==> src/rtl/core/sdcs_pkg.sv <==
// package for the servo drive command shaper: command and controlword codes,
// config register indexes and reset values, result layout, helper functions
// no dependencies
`default_nettype none

package sdcs_pkg;

  // command codes carried in tuser
  localparam logic [3:0] CMD_TICK        = 4'd0;
  localparam logic [3:0] CMD_VELOCITY    = 4'd1;
  localparam logic [3:0] CMD_POSITION    = 4'd2;
  localparam logic [3:0] CMD_TORQUE      = 4'd3;
  localparam logic [3:0] CMD_ESTOP       = 4'd4;
  localparam logic [3:0] CMD_ENABLE      = 4'd5;
  localparam logic [3:0] CMD_DISABLE     = 4'd6;
  localparam logic [3:0] CMD_CLEAR_FAULT = 4'd7;
  localparam logic [3:0] CMD_SET_MODE    = 4'd8;

  // active mode
  localparam logic [1:0] AM_VELOCITY = 2'd0;
  localparam logic [1:0] AM_POSITION = 2'd1;
  localparam logic [1:0] AM_TORQUE   = 2'd2;

  // controlwords
  localparam logic [15:0] CW_SHUTDOWN    = 16'h0006;
  localparam logic [15:0] CW_SWITCH_ON   = 16'h0007;
  localparam logic [15:0] CW_ENABLE_OP   = 16'h000F;
  localparam logic [15:0] CW_QUICK_STOP  = 16'h0002;
  localparam logic [15:0] CW_FAULT_RESET = 16'h0080;

  // statusword decoding
  localparam logic [15:0] SW_FAULT       = 16'h0008;
  localparam logic [15:0] SW_MASK        = 16'h006F;
  localparam logic [15:0] SW_READY       = 16'h0021;
  localparam logic [15:0] SW_SWITCHED_ON = 16'h0023;
  localparam logic [15:0] SW_OP_ENABLED  = 16'h0027;

  // reported drive state
  localparam logic [2:0] DS_NOT_READY   = 3'd0;
  localparam logic [2:0] DS_READY       = 3'd1;
  localparam logic [2:0] DS_SWITCHED_ON = 3'd2;
  localparam logic [2:0] DS_ENABLED     = 3'd3;
  localparam logic [2:0] DS_FAULT       = 3'd4;

  // enable sequence phases
  localparam logic [2:0] PH_FAULT_CHECK = 3'd0;
  localparam logic [2:0] PH_SHUTDOWN    = 3'd1;
  localparam logic [2:0] PH_SWITCH_ON   = 3'd2;
  localparam logic [2:0] PH_ENABLE_OP   = 3'd3;
  localparam logic [2:0] PH_DONE        = 3'd4;

  localparam int unsigned TICK_DIV_W = 4;
  localparam logic [TICK_DIV_W-1:0] ENABLE_TICK_DIVIDER = TICK_DIV_W'(10);

  // config register indexes
  localparam int unsigned CFG_IDX_W = 3;
  localparam logic [CFG_IDX_W-1:0] CFG_MAX_VELOCITY = 3'd0;
  localparam logic [CFG_IDX_W-1:0] CFG_MAX_TORQUE   = 3'd1;
  localparam logic [CFG_IDX_W-1:0] CFG_RAMP_STEP    = 3'd2;
  localparam logic [CFG_IDX_W-1:0] CFG_STEP_LIMIT   = 3'd3;
  localparam logic [CFG_IDX_W-1:0] CFG_GEAR_RATIO   = 3'd4;
  localparam logic [CFG_IDX_W-1:0] CFG_VEL_CODE     = 3'd5;
  localparam logic [CFG_IDX_W-1:0] CFG_POS_CODE     = 3'd6;
  localparam logic [CFG_IDX_W-1:0] CFG_TRQ_CODE     = 3'd7;

  // config reset values
  localparam logic [15:0] RST_MAX_VELOCITY = 16'd3000;
  localparam logic [14:0] RST_MAX_TORQUE   = 15'd1000;
  localparam logic [14:0] RST_RAMP_STEP    = 15'd10;
  localparam logic [30:0] RST_STEP_LIMIT   = 31'd1000;
  localparam logic [23:0] RST_GEAR_RATIO   = 24'd65536;
  localparam logic [6:0]  RST_VEL_CODE     = 7'd9;
  localparam logic [6:0]  RST_POS_CODE     = 7'd8;
  localparam logic [6:0]  RST_TRQ_CODE     = 7'd10;

  // result item, last field in the lowest bits, padded to 14 bytes
  typedef struct packed {
    logic [2:0]         pad;
    logic [2:0]         drive_state;
    logic               accepted;
    logic               recovering;
    logic               drive_enabled;
    logic signed [31:0] velocity_command;
    logic signed [31:0] position_command;
    logic signed [15:0] torque_command;
    logic [6:0]         operation_mode;
    logic [15:0]        controlword;
  } result_t;

  // apply a sign to a magnitude and saturate to 32 bits signed
  function automatic logic [31:0] sign_sat32(input logic neg, input logic [39:0] mag);
    logic [31:0] r;
    if (neg) begin
      r = (mag > 40'h0080000000) ? 32'h80000000 : 32'(-mag[31:0]);
    end else begin
      r = (mag > 40'h007FFFFFFF) ? 32'h7FFFFFFF : mag[31:0];
    end
    return r;
  endfunction

  function automatic logic [2:0] decode_state(input logic [15:0] sw);
    logic [15:0] st;
    logic [2:0]  ds;
    st = sw & SW_MASK;
    if ((sw & SW_FAULT) != 16'd0) ds = DS_FAULT;
    else if (st == SW_OP_ENABLED) ds = DS_ENABLED;
    else if (st == SW_SWITCHED_ON) ds = DS_SWITCHED_ON;
    else if (st == SW_READY) ds = DS_READY;
    else ds = DS_NOT_READY;
    return ds;
  endfunction

endpackage

`default_nettype wire

==> src/rtl/core/servo_drive_command_shaper_unit.sv <==
// servo drive command shaper: per-item CiA402 command generation with
// config registers, a two-entry output buffer and one shared 32x24 multiplier
// depends on sdcs_pkg
`default_nettype none

// Usage
// - slave stream: tuser carries the command code (tick or one of the commands),
//   tdata the value, the drive statusword and the actual position.
// - master stream: one result per input item, the process-data words held for
//   the drive plus enabled/recovering/accepted flags and the decoded state.
// - config channel: cfg_valid_i with cfg_index_i/cfg_data_i writes one register;
//   cfg_ready_o is always high. Write only while no item is in flight.
// - output: each result is registered, in the output register or in the skid entry.
// - throughput: one item per cycle unless stalled; all state updates finish in the
//   transfer cycle, so the next item sees them at once. The path is set by the
//   shared multiplier (position scaling, velocity gear product) and the x1000 adder.
// - velocity ticks use a stored |velocity target| x gear product, refreshed on each
//   accepted velocity command and on each gear ratio write while no item transfers.
// - stall: a result the receiver does not take waits in the output register;
//   one more item is still taken into a skid entry, then s_axis_tready drops.
// - reset: config returns to its defaults, all state and held words clear,
//   active mode is velocity and the output buffer is empty.
module servo_drive_command_shaper_unit (
  input  wire logic         clk_i,
  input  wire logic         rst_ni,
  input  wire logic         s_axis_tvalid,
  output logic              s_axis_tready,
  // [31:0] value, [47:32] statusword, [79:48] actual position
  input  wire logic [79:0]  s_axis_tdata,
  // [3:0] command code
  input  wire logic [3:0]   s_axis_tuser,
  output logic              m_axis_tvalid,
  input  wire logic         m_axis_tready,
  // [15:0] controlword, [22:16] operation_mode, [38:23] torque_command,
  // [70:39] position_command, [102:71] velocity_command, [103] drive_enabled,
  // [104] recovering, [105] accepted, [108:106] drive_state, [111:109] zero
  output logic [111:0]      m_axis_tdata,
  input  wire logic         cfg_valid_i,
  output logic              cfg_ready_o,
  input  wire logic [2:0]   cfg_index_i,
  input  wire logic [31:0]  cfg_data_i
);

  localparam int unsigned TICK_DIV_W_L = sdcs_pkg::TICK_DIV_W;

  // config registers
  logic [15:0] max_vel_q;
  logic [14:0] max_trq_q;
  logic [14:0] ramp_step_q;
  logic [30:0] step_lim_q;
  logic [23:0] gear_q;
  logic [6:0]  vel_code_q;
  logic [6:0]  pos_code_q;
  logic [6:0]  trq_code_q;

  // state
  logic [1:0]         active_q, active_d;
  logic               enabled_q, enabled_d;
  logic               recovery_q, recovery_d;
  logic               enabling_q, enabling_d;
  logic [2:0]         phase_q, phase_d;
  logic [TICK_DIV_W_L-1:0] tick_div_q, tick_div_d;
  logic signed [15:0] trq_target_q, trq_target_d;
  logic signed [15:0] trq_cur_q, trq_cur_d;
  logic signed [31:0] pos_target_q, pos_target_d;
  logic signed [31:0] pos_cur_q, pos_cur_d;
  logic signed [16:0] vel_target_q, vel_target_d;
  logic [39:0]        vel_prod_q, vel_prod_d;
  logic [15:0]        sent_cw_q, sent_cw_d;
  logic [6:0]         sent_mode_q, sent_mode_d;
  logic signed [15:0] sent_trq_q, sent_trq_d;
  logic signed [31:0] sent_pos_q, sent_pos_d;
  logic signed [31:0] sent_vel_q, sent_vel_d;

  // output buffer
  logic                  out_valid_q;
  logic                  skid_valid_q;
  sdcs_pkg::result_t     out_q;
  sdcs_pkg::result_t     skid_q;
  sdcs_pkg::result_t     res;

  logic in_xfer;
  logic out_xfer;

  // input fields
  logic [3:0]         cmd;
  logic signed [31:0] in_value;
  logic [15:0]        in_sw;
  logic signed [31:0] in_pos;
  logic               fault;

  assign cmd      = s_axis_tuser;
  assign in_value = s_axis_tdata[31:0];
  assign in_sw    = s_axis_tdata[47:32];
  assign in_pos   = s_axis_tdata[79:48];
  assign fault    = (in_sw & sdcs_pkg::SW_FAULT) != 16'd0;

  assign s_axis_tready = !skid_valid_q;
  assign in_xfer       = s_axis_tvalid && s_axis_tready;
  assign out_xfer      = out_valid_q && m_axis_tready;
  assign cfg_ready_o   = 1'b1;

  // shared multiplier: |value| x gear for commands, |velocity target| x new gear on writes
  logic        gear_wr;
  logic [31:0] val_mag;
  logic [15:0] vel_mag;
  logic [31:0] mul_a;
  logic [23:0] mul_b;
  logic [55:0] mul_p;

  assign gear_wr = cfg_valid_i && (cfg_index_i == sdcs_pkg::CFG_GEAR_RATIO);
  assign val_mag = in_value[31] ? 32'(-in_value) : in_value;
  assign vel_mag = vel_target_q[16] ? 16'(-vel_target_q) : vel_target_q[15:0];
  assign mul_a   = gear_wr ? {16'd0, vel_mag} : val_mag;
  assign mul_b   = gear_wr ? cfg_data_i[23:0] : gear_q;
  assign mul_p   = mul_a * mul_b;

  logic [31:0] pos_scaled;
  assign pos_scaled = sdcs_pkg::sign_sat32(in_value[31], mul_p[55:16]);

  // velocity tick: stored product x 1000 as shifts and subtracts
  logic [49:0] vel_x1000;
  logic [31:0] vel_scaled;
  assign vel_x1000 = {vel_prod_q, 10'd0} - {6'd0, vel_prod_q, 4'd0} - {7'd0, vel_prod_q, 3'd0};
  assign vel_scaled = sdcs_pkg::sign_sat32(vel_target_q[16], {6'd0, vel_x1000[49:16]});

  // torque ramp
  logic signed [16:0] trq_diff;
  logic [16:0]        trq_abs;
  logic signed [15:0] trq_next;
  assign trq_diff = {trq_target_q[15], trq_target_q} - {trq_cur_q[15], trq_cur_q};
  assign trq_abs  = trq_diff[16] ? 17'(-trq_diff) : trq_diff;
  always_comb begin
    if (trq_abs <= {2'd0, ramp_step_q}) begin
      trq_next = trq_target_q;
    end else if (trq_diff[16]) begin
      trq_next = trq_cur_q - $signed({1'b0, ramp_step_q});
    end else begin
      trq_next = trq_cur_q + $signed({1'b0, ramp_step_q});
    end
  end

  // position slew
  logic signed [32:0] pos_diff;
  logic [32:0]        pos_abs;
  logic signed [31:0] pos_next;
  assign pos_diff = {pos_target_q[31], pos_target_q} - {pos_cur_q[31], pos_cur_q};
  assign pos_abs  = pos_diff[32] ? 33'(-pos_diff) : pos_diff;
  always_comb begin
    if (pos_abs <= {2'd0, step_lim_q}) begin
      pos_next = pos_target_q;
    end else if (pos_diff[32]) begin
      pos_next = pos_cur_q - $signed({1'b0, step_lim_q});
    end else begin
      pos_next = pos_cur_q + $signed({1'b0, step_lim_q});
    end
  end

  // torque clamp
  logic signed [32:0] val_ext;
  logic signed [32:0] trq_lim;
  logic signed [32:0] trq_lim_n;
  logic signed [15:0] trq_clamped;
  assign val_ext   = {in_value[31], in_value};
  assign trq_lim   = {18'd0, max_trq_q};
  assign trq_lim_n = -trq_lim;
  always_comb begin
    if (val_ext > trq_lim) trq_clamped = trq_lim[15:0];
    else if (val_ext < trq_lim_n) trq_clamped = trq_lim_n[15:0];
    else trq_clamped = val_ext[15:0];
  end

  logic [15:0] sw_state;
  logic [4:0]  tick_div_inc;
  logic        ok;
  assign sw_state     = in_sw & sdcs_pkg::SW_MASK;
  assign tick_div_inc = {1'b0, tick_div_q} + 5'd1;

  always_comb begin
    active_d     = active_q;
    enabled_d    = enabled_q;
    recovery_d   = recovery_q;
    enabling_d   = enabling_q;
    phase_d      = phase_q;
    tick_div_d   = tick_div_q;
    trq_target_d = trq_target_q;
    trq_cur_d    = trq_cur_q;
    pos_target_d = pos_target_q;
    pos_cur_d    = pos_cur_q;
    vel_target_d = vel_target_q;
    vel_prod_d   = vel_prod_q;
    sent_cw_d    = sent_cw_q;
    sent_mode_d  = sent_mode_q;
    sent_trq_d   = sent_trq_q;
    sent_pos_d   = sent_pos_q;
    sent_vel_d   = sent_vel_q;
    ok           = 1'b1;

    if (in_xfer) begin
      unique case (cmd)
        sdcs_pkg::CMD_TICK: begin
          if (active_q == sdcs_pkg::AM_TORQUE || recovery_q) begin
            if (trq_diff != 17'sd0) begin
              trq_cur_d  = trq_next;
              sent_trq_d = trq_next;
              if (recovery_q && trq_next == 16'sd0) recovery_d = 1'b0;
            end
          end else if (active_q == sdcs_pkg::AM_POSITION) begin
            if (pos_diff != 33'sd0) begin
              pos_cur_d  = pos_next;
              sent_pos_d = pos_next;
              sent_cw_d  = sdcs_pkg::CW_ENABLE_OP;
            end
          end else begin
            sent_vel_d = vel_scaled;
            if (enabled_q) sent_cw_d = sdcs_pkg::CW_ENABLE_OP;
          end
          // fault seen: ramp torque down
          if (fault && !recovery_d) begin
            recovery_d   = 1'b1;
            trq_target_d = 16'sd0;
          end
          if (enabling_q) begin
            if (tick_div_q == '0) begin
              unique case (phase_q)
                sdcs_pkg::PH_FAULT_CHECK: begin
                  if (fault) sent_cw_d = sdcs_pkg::CW_FAULT_RESET;
                  else phase_d = sdcs_pkg::PH_SHUTDOWN;
                end
                sdcs_pkg::PH_SHUTDOWN: begin
                  sent_cw_d = sdcs_pkg::CW_SHUTDOWN;
                  if (sw_state == sdcs_pkg::SW_READY) phase_d = sdcs_pkg::PH_SWITCH_ON;
                end
                sdcs_pkg::PH_SWITCH_ON: begin
                  sent_cw_d   = sdcs_pkg::CW_SWITCH_ON;
                  sent_mode_d = vel_code_q;
                  if (sw_state == sdcs_pkg::SW_SWITCHED_ON) phase_d = sdcs_pkg::PH_ENABLE_OP;
                end
                sdcs_pkg::PH_ENABLE_OP: begin
                  sent_cw_d   = sdcs_pkg::CW_ENABLE_OP;
                  sent_mode_d = vel_code_q;
                  if (sw_state == sdcs_pkg::SW_OP_ENABLED) begin
                    enabled_d  = 1'b1;
                    enabling_d = 1'b0;
                    phase_d    = sdcs_pkg::PH_DONE;
                  end
                end
                default: begin
                  phase_d = sdcs_pkg::PH_DONE;
                end
              endcase
            end
            tick_div_d = (tick_div_inc >= {1'b0, sdcs_pkg::ENABLE_TICK_DIVIDER}) ?
                         '0 : tick_div_inc[TICK_DIV_W_L-1:0];
          end
        end
        sdcs_pkg::CMD_VELOCITY: begin
          if (!enabled_q || val_mag > {16'd0, max_vel_q}) begin
            ok = 1'b0;
          end else begin
            vel_target_d = in_value[16:0];
            vel_prod_d   = mul_p[39:0];
            if (active_q != sdcs_pkg::AM_VELOCITY) begin
              pos_target_d = in_pos;
              pos_cur_d    = in_pos;
              sent_pos_d   = in_pos;
              sent_mode_d  = vel_code_q;
              sent_cw_d    = sdcs_pkg::CW_ENABLE_OP;
              active_d     = sdcs_pkg::AM_VELOCITY;
            end
          end
        end
        sdcs_pkg::CMD_POSITION: begin
          if (!enabled_q) begin
            ok = 1'b0;
          end else begin
            pos_target_d = pos_scaled;
            if (active_q != sdcs_pkg::AM_POSITION) begin
              vel_target_d = 17'sd0;
              vel_prod_d   = '0;
              sent_vel_d   = 32'sd0;
              sent_mode_d  = pos_code_q;
              sent_cw_d    = sdcs_pkg::CW_ENABLE_OP;
              active_d     = sdcs_pkg::AM_POSITION;
              pos_cur_d    = in_pos;
            end
          end
        end
        sdcs_pkg::CMD_TORQUE: begin
          if (!enabled_q || fault) begin
            ok = 1'b0;
          end else begin
            trq_target_d = trq_clamped;
            if (active_q != sdcs_pkg::AM_TORQUE) begin
              vel_target_d = 17'sd0;
              vel_prod_d   = '0;
              sent_vel_d   = 32'sd0;
              pos_target_d = in_pos;
              pos_cur_d    = in_pos;
              sent_pos_d   = in_pos;
              sent_mode_d  = trq_code_q;
              sent_cw_d    = sdcs_pkg::CW_ENABLE_OP;
              active_d     = sdcs_pkg::AM_TORQUE;
            end
          end
        end
        sdcs_pkg::CMD_ESTOP: begin
          recovery_d   = 1'b1;
          trq_target_d = 16'sd0;
          sent_vel_d   = 32'sd0;
          sent_cw_d    = sdcs_pkg::CW_QUICK_STOP;
        end
        sdcs_pkg::CMD_ENABLE: begin
          phase_d    = sdcs_pkg::PH_FAULT_CHECK;
          enabled_d  = 1'b0;
          enabling_d = 1'b1;
          tick_div_d = '0;
        end
        sdcs_pkg::CMD_DISABLE: begin
          enabled_d    = 1'b0;
          enabling_d   = 1'b0;
          recovery_d   = 1'b0;
          trq_cur_d    = 16'sd0;
          trq_target_d = 16'sd0;
          vel_target_d = 17'sd0;
          vel_prod_d   = '0;
          pos_target_d = 32'sd0;
          sent_cw_d    = sdcs_pkg::CW_SHUTDOWN;
          sent_vel_d   = 32'sd0;
          sent_trq_d   = 16'sd0;
          sent_pos_d   = 32'sd0;
        end
        sdcs_pkg::CMD_CLEAR_FAULT: begin
          sent_cw_d  = sdcs_pkg::CW_FAULT_RESET;
          recovery_d = 1'b0;
        end
        sdcs_pkg::CMD_SET_MODE: begin
          if (in_value[31:2] == 30'd0 && in_value[1:0] != 2'd3) active_d = in_value[1:0];
          else ok = 1'b0;
        end
        default: begin
          ok = 1'b0;
        end
      endcase
    end else if (gear_wr) begin
      // new gear ratio: refresh the stored velocity product
      vel_prod_d = mul_p[39:0];
    end
  end

  always_comb begin
    res.pad              = '0;
    res.drive_state      = sdcs_pkg::decode_state(in_sw);
    res.accepted         = ok;
    res.recovering       = recovery_d;
    res.drive_enabled    = enabled_d;
    res.velocity_command = sent_vel_d;
    res.position_command = sent_pos_d;
    res.torque_command   = sent_trq_d;
    res.operation_mode   = sent_mode_d;
    res.controlword      = sent_cw_d;
  end

  // config writes
  always_ff @(posedge clk_i or negedge rst_ni) begin
    if (!rst_ni) begin
      max_vel_q   <= sdcs_pkg::RST_MAX_VELOCITY;
      max_trq_q   <= sdcs_pkg::RST_MAX_TORQUE;
      ramp_step_q <= sdcs_pkg::RST_RAMP_STEP;
      step_lim_q  <= sdcs_pkg::RST_STEP_LIMIT;
      gear_q      <= sdcs_pkg::RST_GEAR_RATIO;
      vel_code_q  <= sdcs_pkg::RST_VEL_CODE;
      pos_code_q  <= sdcs_pkg::RST_POS_CODE;
      trq_code_q  <= sdcs_pkg::RST_TRQ_CODE;
    end else if (cfg_valid_i) begin
      unique case (cfg_index_i)
        sdcs_pkg::CFG_MAX_VELOCITY: max_vel_q   <= cfg_data_i[15:0];
        sdcs_pkg::CFG_MAX_TORQUE:   max_trq_q   <= cfg_data_i[14:0];
        sdcs_pkg::CFG_RAMP_STEP:    ramp_step_q <= cfg_data_i[14:0];
        sdcs_pkg::CFG_STEP_LIMIT:   step_lim_q  <= cfg_data_i[30:0];
        sdcs_pkg::CFG_GEAR_RATIO:   gear_q      <= cfg_data_i[23:0];
        sdcs_pkg::CFG_VEL_CODE:     vel_code_q  <= cfg_data_i[6:0];
        sdcs_pkg::CFG_POS_CODE:     pos_code_q  <= cfg_data_i[6:0];
        sdcs_pkg::CFG_TRQ_CODE:     trq_code_q  <= cfg_data_i[6:0];
        default: ;
      endcase
    end
  end

  // state
  always_ff @(posedge clk_i or negedge rst_ni) begin
    if (!rst_ni) begin
      active_q     <= sdcs_pkg::AM_VELOCITY;
      enabled_q    <= 1'b0;
      recovery_q   <= 1'b0;
      enabling_q   <= 1'b0;
      phase_q      <= sdcs_pkg::PH_FAULT_CHECK;
      tick_div_q   <= '0;
      trq_target_q <= '0;
      trq_cur_q    <= '0;
      pos_target_q <= '0;
      pos_cur_q    <= '0;
      vel_target_q <= '0;
      vel_prod_q   <= '0;
      sent_cw_q    <= '0;
      sent_mode_q  <= '0;
      sent_trq_q   <= '0;
      sent_pos_q   <= '0;
      sent_vel_q   <= '0;
    end else begin
      active_q     <= active_d;
      enabled_q    <= enabled_d;
      recovery_q   <= recovery_d;
      enabling_q   <= enabling_d;
      phase_q      <= phase_d;
      tick_div_q   <= tick_div_d;
      trq_target_q <= trq_target_d;
      trq_cur_q    <= trq_cur_d;
      pos_target_q <= pos_target_d;
      pos_cur_q    <= pos_cur_d;
      vel_target_q <= vel_target_d;
      vel_prod_q   <= vel_prod_d;
      sent_cw_q    <= sent_cw_d;
      sent_mode_q  <= sent_mode_d;
      sent_trq_q   <= sent_trq_d;
      sent_pos_q   <= sent_pos_d;
      sent_vel_q   <= sent_vel_d;
    end
  end

  // output register plus skid entry
  always_ff @(posedge clk_i or negedge rst_ni) begin
    if (!rst_ni) begin
      out_valid_q  <= 1'b0;
      skid_valid_q <= 1'b0;
    end else begin
      if (in_xfer) begin
        if (!out_valid_q || m_axis_tready) out_valid_q <= 1'b1;
        else skid_valid_q <= 1'b1;
      end else if (out_xfer) begin
        if (skid_valid_q) skid_valid_q <= 1'b0;
        else out_valid_q <= 1'b0;
      end
    end
  end

  always_ff @(posedge clk_i) begin
    if (in_xfer) begin
      if (!out_valid_q || m_axis_tready) out_q <= res;
      else skid_q <= res;
    end else if (out_xfer && skid_valid_q) begin
      out_q <= skid_q;
    end
  end

  assign m_axis_tvalid = out_valid_q;
  assign m_axis_tdata  = out_q;

endmodule

`default_nettype wire
==> config.mk <==
export PLATFORM = sky130hd
export DESIGN_NAME = servo_drive_command_shaper_unit
export DESIGN_NICKNAME = d
export VERILOG_FILES = /design/src/rtl/core/sdcs_pkg.sv /design/src/rtl/core/servo_drive_command_shaper_unit.sv
export SDC_FILE = /design/constraint.sdc
export NUM_CORES = 2
export LEC_CHECK = 0
export ABC_AREA = 1
export BUFFER_PORTS_ARGS = -buffer_cell sky130_fd_sc_hd__buf_2
export CORE_MARGIN = 5
export CORE_UTILIZATION = 65
export DETAILED_ROUTE_END_ITERATION = 8
export GPL_TIMING_DRIVEN = 0
export MAX_ROUTING_LAYER = met4
export PLACE_DENSITY = 0.83
export SYNTH_ARGS = -nofsm -noshare
export SYNTH_HDL_FRONTEND = slang
export SYNTH_SLANG_ARGS = --single-unit
export TNS_END_PERCENT = 10
==> constraint.sdc <==
create_clock -name clk_i -period 23.4 [get_ports clk_i]
set_input_delay 4.68 -clock clk_i [delete_from_list [all_inputs] [get_ports clk_i]]
set_output_delay 4.68 -clock clk_i [all_outputs]
set_load 0.02 [all_outputs]
==> results.cfg <==
[outcome]
status = finished, violations left
violations = max-capacitance violations, max-slew violations

[logic_synthesis]
postSynthAreaPerCell_um2 = 7.47
yosysWarnings = 0
ys.flop_type = dfrtp_1
synthMuxAreaShare = 0.000566
synth-adder-area-share = 0.277
synth.top_cell.area_share = 0.197
synth_edf_count = 218
synth-compound-area-share = 0.111
synth_common_cells = 2096 x nand2_1, 1717 x inv_1, 1117 x nor2_1
synthXorXnorAreaFrac = 0.0354
ys_types = 78
yosys.area.top_type = fa_1
yosys-top-cells-area = fa_1 20%, dfrtp_1 13%, nand2_1 11%
synth_most_common_cell = nand2_1
async_reset_ff_frac = 0.643
synth_cells = 9473
synth_top_family_by_area = adder cells
synth_seq_area_share = 0.231
yosys.area_share.simple = 0.231
syn_area_um2 = 70800
ys_ff_latch = 610

[placement]
dp_hpwl_um = 215000
globalplace.congestion = 1.11
io_buffers = 223

[setup_path]
required_ps = 23950
crit_path_end_kind = flop
worstSetupPathType = in -> reg
cpPeakStageDelay_ps = 770
crit_slowest_cell = xor2_1
critPathMaxFanout = 10
crit_top_cell = fa_1
setup.worst_path.start_class = input port
arrival_ps = 16410

[die]
row_count = 121
die_x_um = 340
coreArea_um2 = 109000
io_pins = 239
start_util = 0.652
dieArea_um2 = 116000
chipHeight_um = 340

[sta]
tightestPinTransition_ps = 1570
setup_violations = 0
min_period_ps = 15850
rsz0062_at_grt = no
skew_ps = 80.1
setup-tns-final_ps = 0
period_share = 0.677
slew_headroom = -0.0537
slew_viol_final = 41
hold_viol = 0
fmax_mhz = 63.1

[routing]
avgViaCountPerCell = 6.14
finalWirelength_um = 266000
vias = 69400
drt-initial-drc-count = 8978
first_pass_iters = 7
ant_nets = 0
drc = 0
wl_per_cell_um = 23.5

[min_path]
hold_class = reg -> reg

[clock_network]
cts_hold_buf = 0
post_cts_buffers = 0
numClockSinks = 610
cts_made_buffers = 71
cts_resized = 0
cts_tree = done
clk_latency_ps = 700
path_clk_slew_ps = 60
h-tree-depth = 3
ctsLongestPathBuffers = 3
cts-root-buf = clkbuf_16

[final_layout]
multiInputGateArea_um2 = 46400
nNetsFinal = 11100
areaGrowthSynthToFinish_pct = 8.12
seqCellArea_um2 = 16400
final_layout_size_suffix_gt1_frac = 0.0616
nFillCells = 8815

[grt]
antenna_found_initial = 33
grt_usage = 0.462
grt_max_degree = 97
grt_first_pass_wirelength_um = 396000
gr-total-overflow = 0
grt_pass1_vias = 66900

[flow_run]
cap_viol_max_count = 5
through the flow:
| stage | hold WS, ps | instances | worst slack (ps) | cell area (um^2) | util |
|---|---|---|---|---|---|
| 2_1_floorplan | 445 | 9475 | 10580 | 70800 | - |
| 3_3_place_gp | 460 | 11100 | 6870 | 73700 | 0.679 |
| 3_5_place_dp | 468 | 11100 | 7310 | 74000 | 0.682 |
| 4_1_cts | 484 | 11300 | 7960 | 76400 | 0.704 |
| 5_1_grt | 504 | 11300 | 7180 | 76500 | 0.705 |
| 6_report | 483 | 11300 | 7550 | 76600 | 0.705 |
registers in the layout (all words and copies together), names as in the netlist, 4 cells and up:
signal,flops
max_trq_q,15
skid_q,109
ramp_step_q,15
trq_code_q,7
pos_target_q,32
max_vel_q,16
sent_cw_q,16
tick_div_q,4
vel_code_q,7
sent_mode_q,7
sent_vel_q,32
pos_code_q,7
pos_cur_q,32
gear_q,24
trq_target_q,16
sent_pos_q,32
m_axis_tdata,109
step_lim_q,31
trq_cur_q,16
vel_target_q,17
vel_prod_q,40
sent_trq_q,16
layout by cell type, fill, tap and decap left out, types with 19 or more instances in the layout:
master        n
nor4_1       22
buf_2       228
o211ai_1     67
clkbuf_1    270
edfxtp_1    218
dfrtp_1     365
nand4_1      90
o22ai_1      62
dfstp_2      27
xor2_1      217
diode_2      56
inv_1      1716
a21oi_1     500
buf_4        19
nand3_1     368
nor2_1     1116
a31oi_1      32
o21ai_1      53
nand3b_1     24
o21ai_0     487
o21a_1       24
ha_1        454
nand2_1    2096
or2_2        81
nor3_1      109
fa_1        695
clkbuf_16    71
xnor2_1      67
a21o_1       41
clkbuf_8     19
routing by layer:
| metal | GRT usage | up-vias | routed length [um] |
|---|---|---|---|
| met5 | - | - | 0 |
| met3 | 0.141 | 1114 | 37200 |
| met4 | 0.280 | 0 | 20900 |
| met2 | 0.663 | 4956 | 111000 |
| met1 | 0.577 | 32900 | 96700 |
| li1 | - | 30400 | - |
kinds of logic (layout without fill, tap and decap cells):
| logic type | after synthesis | after routing |
|---|---|---|
| mux | 4 | 4 |
| simple gates | 3970 | 3970 |
| compound gates | 1392 | 1392 |
| other cells | 2 | 60 |
| xor+xnor | 285 | 285 |
| flops | 610 | 610 |
| fa+ha+maj | 1149 | 1149 |
| buf+inv | 2061 | 2428 |
worst paths after layout:
check | to | cells after the start | startpoint | slack (ps)
setup / recovery | pos_target_q[21] | 38 | cfg_valid_i | 7550
hold / removal | pos_code_q[4] | 2 | pos_code_q[4] | 480
setup reg to reg | pos_target_q[21] | 37 | vel_target_q[16] | 11570
hold reg to reg | pos_code_q[4] | 2 | pos_code_q[4] | 480
max in group asynchronous | step_lim_q[3] | 4 | rst_ni | 17660
min in group asynchronous | sent_vel_q[18] | 1 | rst_ni | 3930
final cells by class:
cell class | instances | area share
buffer | 320 | 0.0197
clock buffer | 92 | 0.0249
clock inverter | 38 | 0.00672
multi-input combinational | 6804 | 0.606
sequential | 610 | 0.214
inverter | 1741 | 0.0855
tap | 1414 | 0.0231
timing repair buffer | 237 | 0.0182
antenna | 56 | 0.00183
worst max-delay path: cells and delay by family:
kind,cells,cell delay [ps]
buffers and inverters,12,3230
adders and majority gates,8,4040
xor gates and xnor gates,1,770
and+or+nand+nor,13,2780
AOI/OAI and AO/OA,4,890
Power is not shown: default switching activity piles up to over one toggle a cycle in this logic, so the estimate is an artifact.
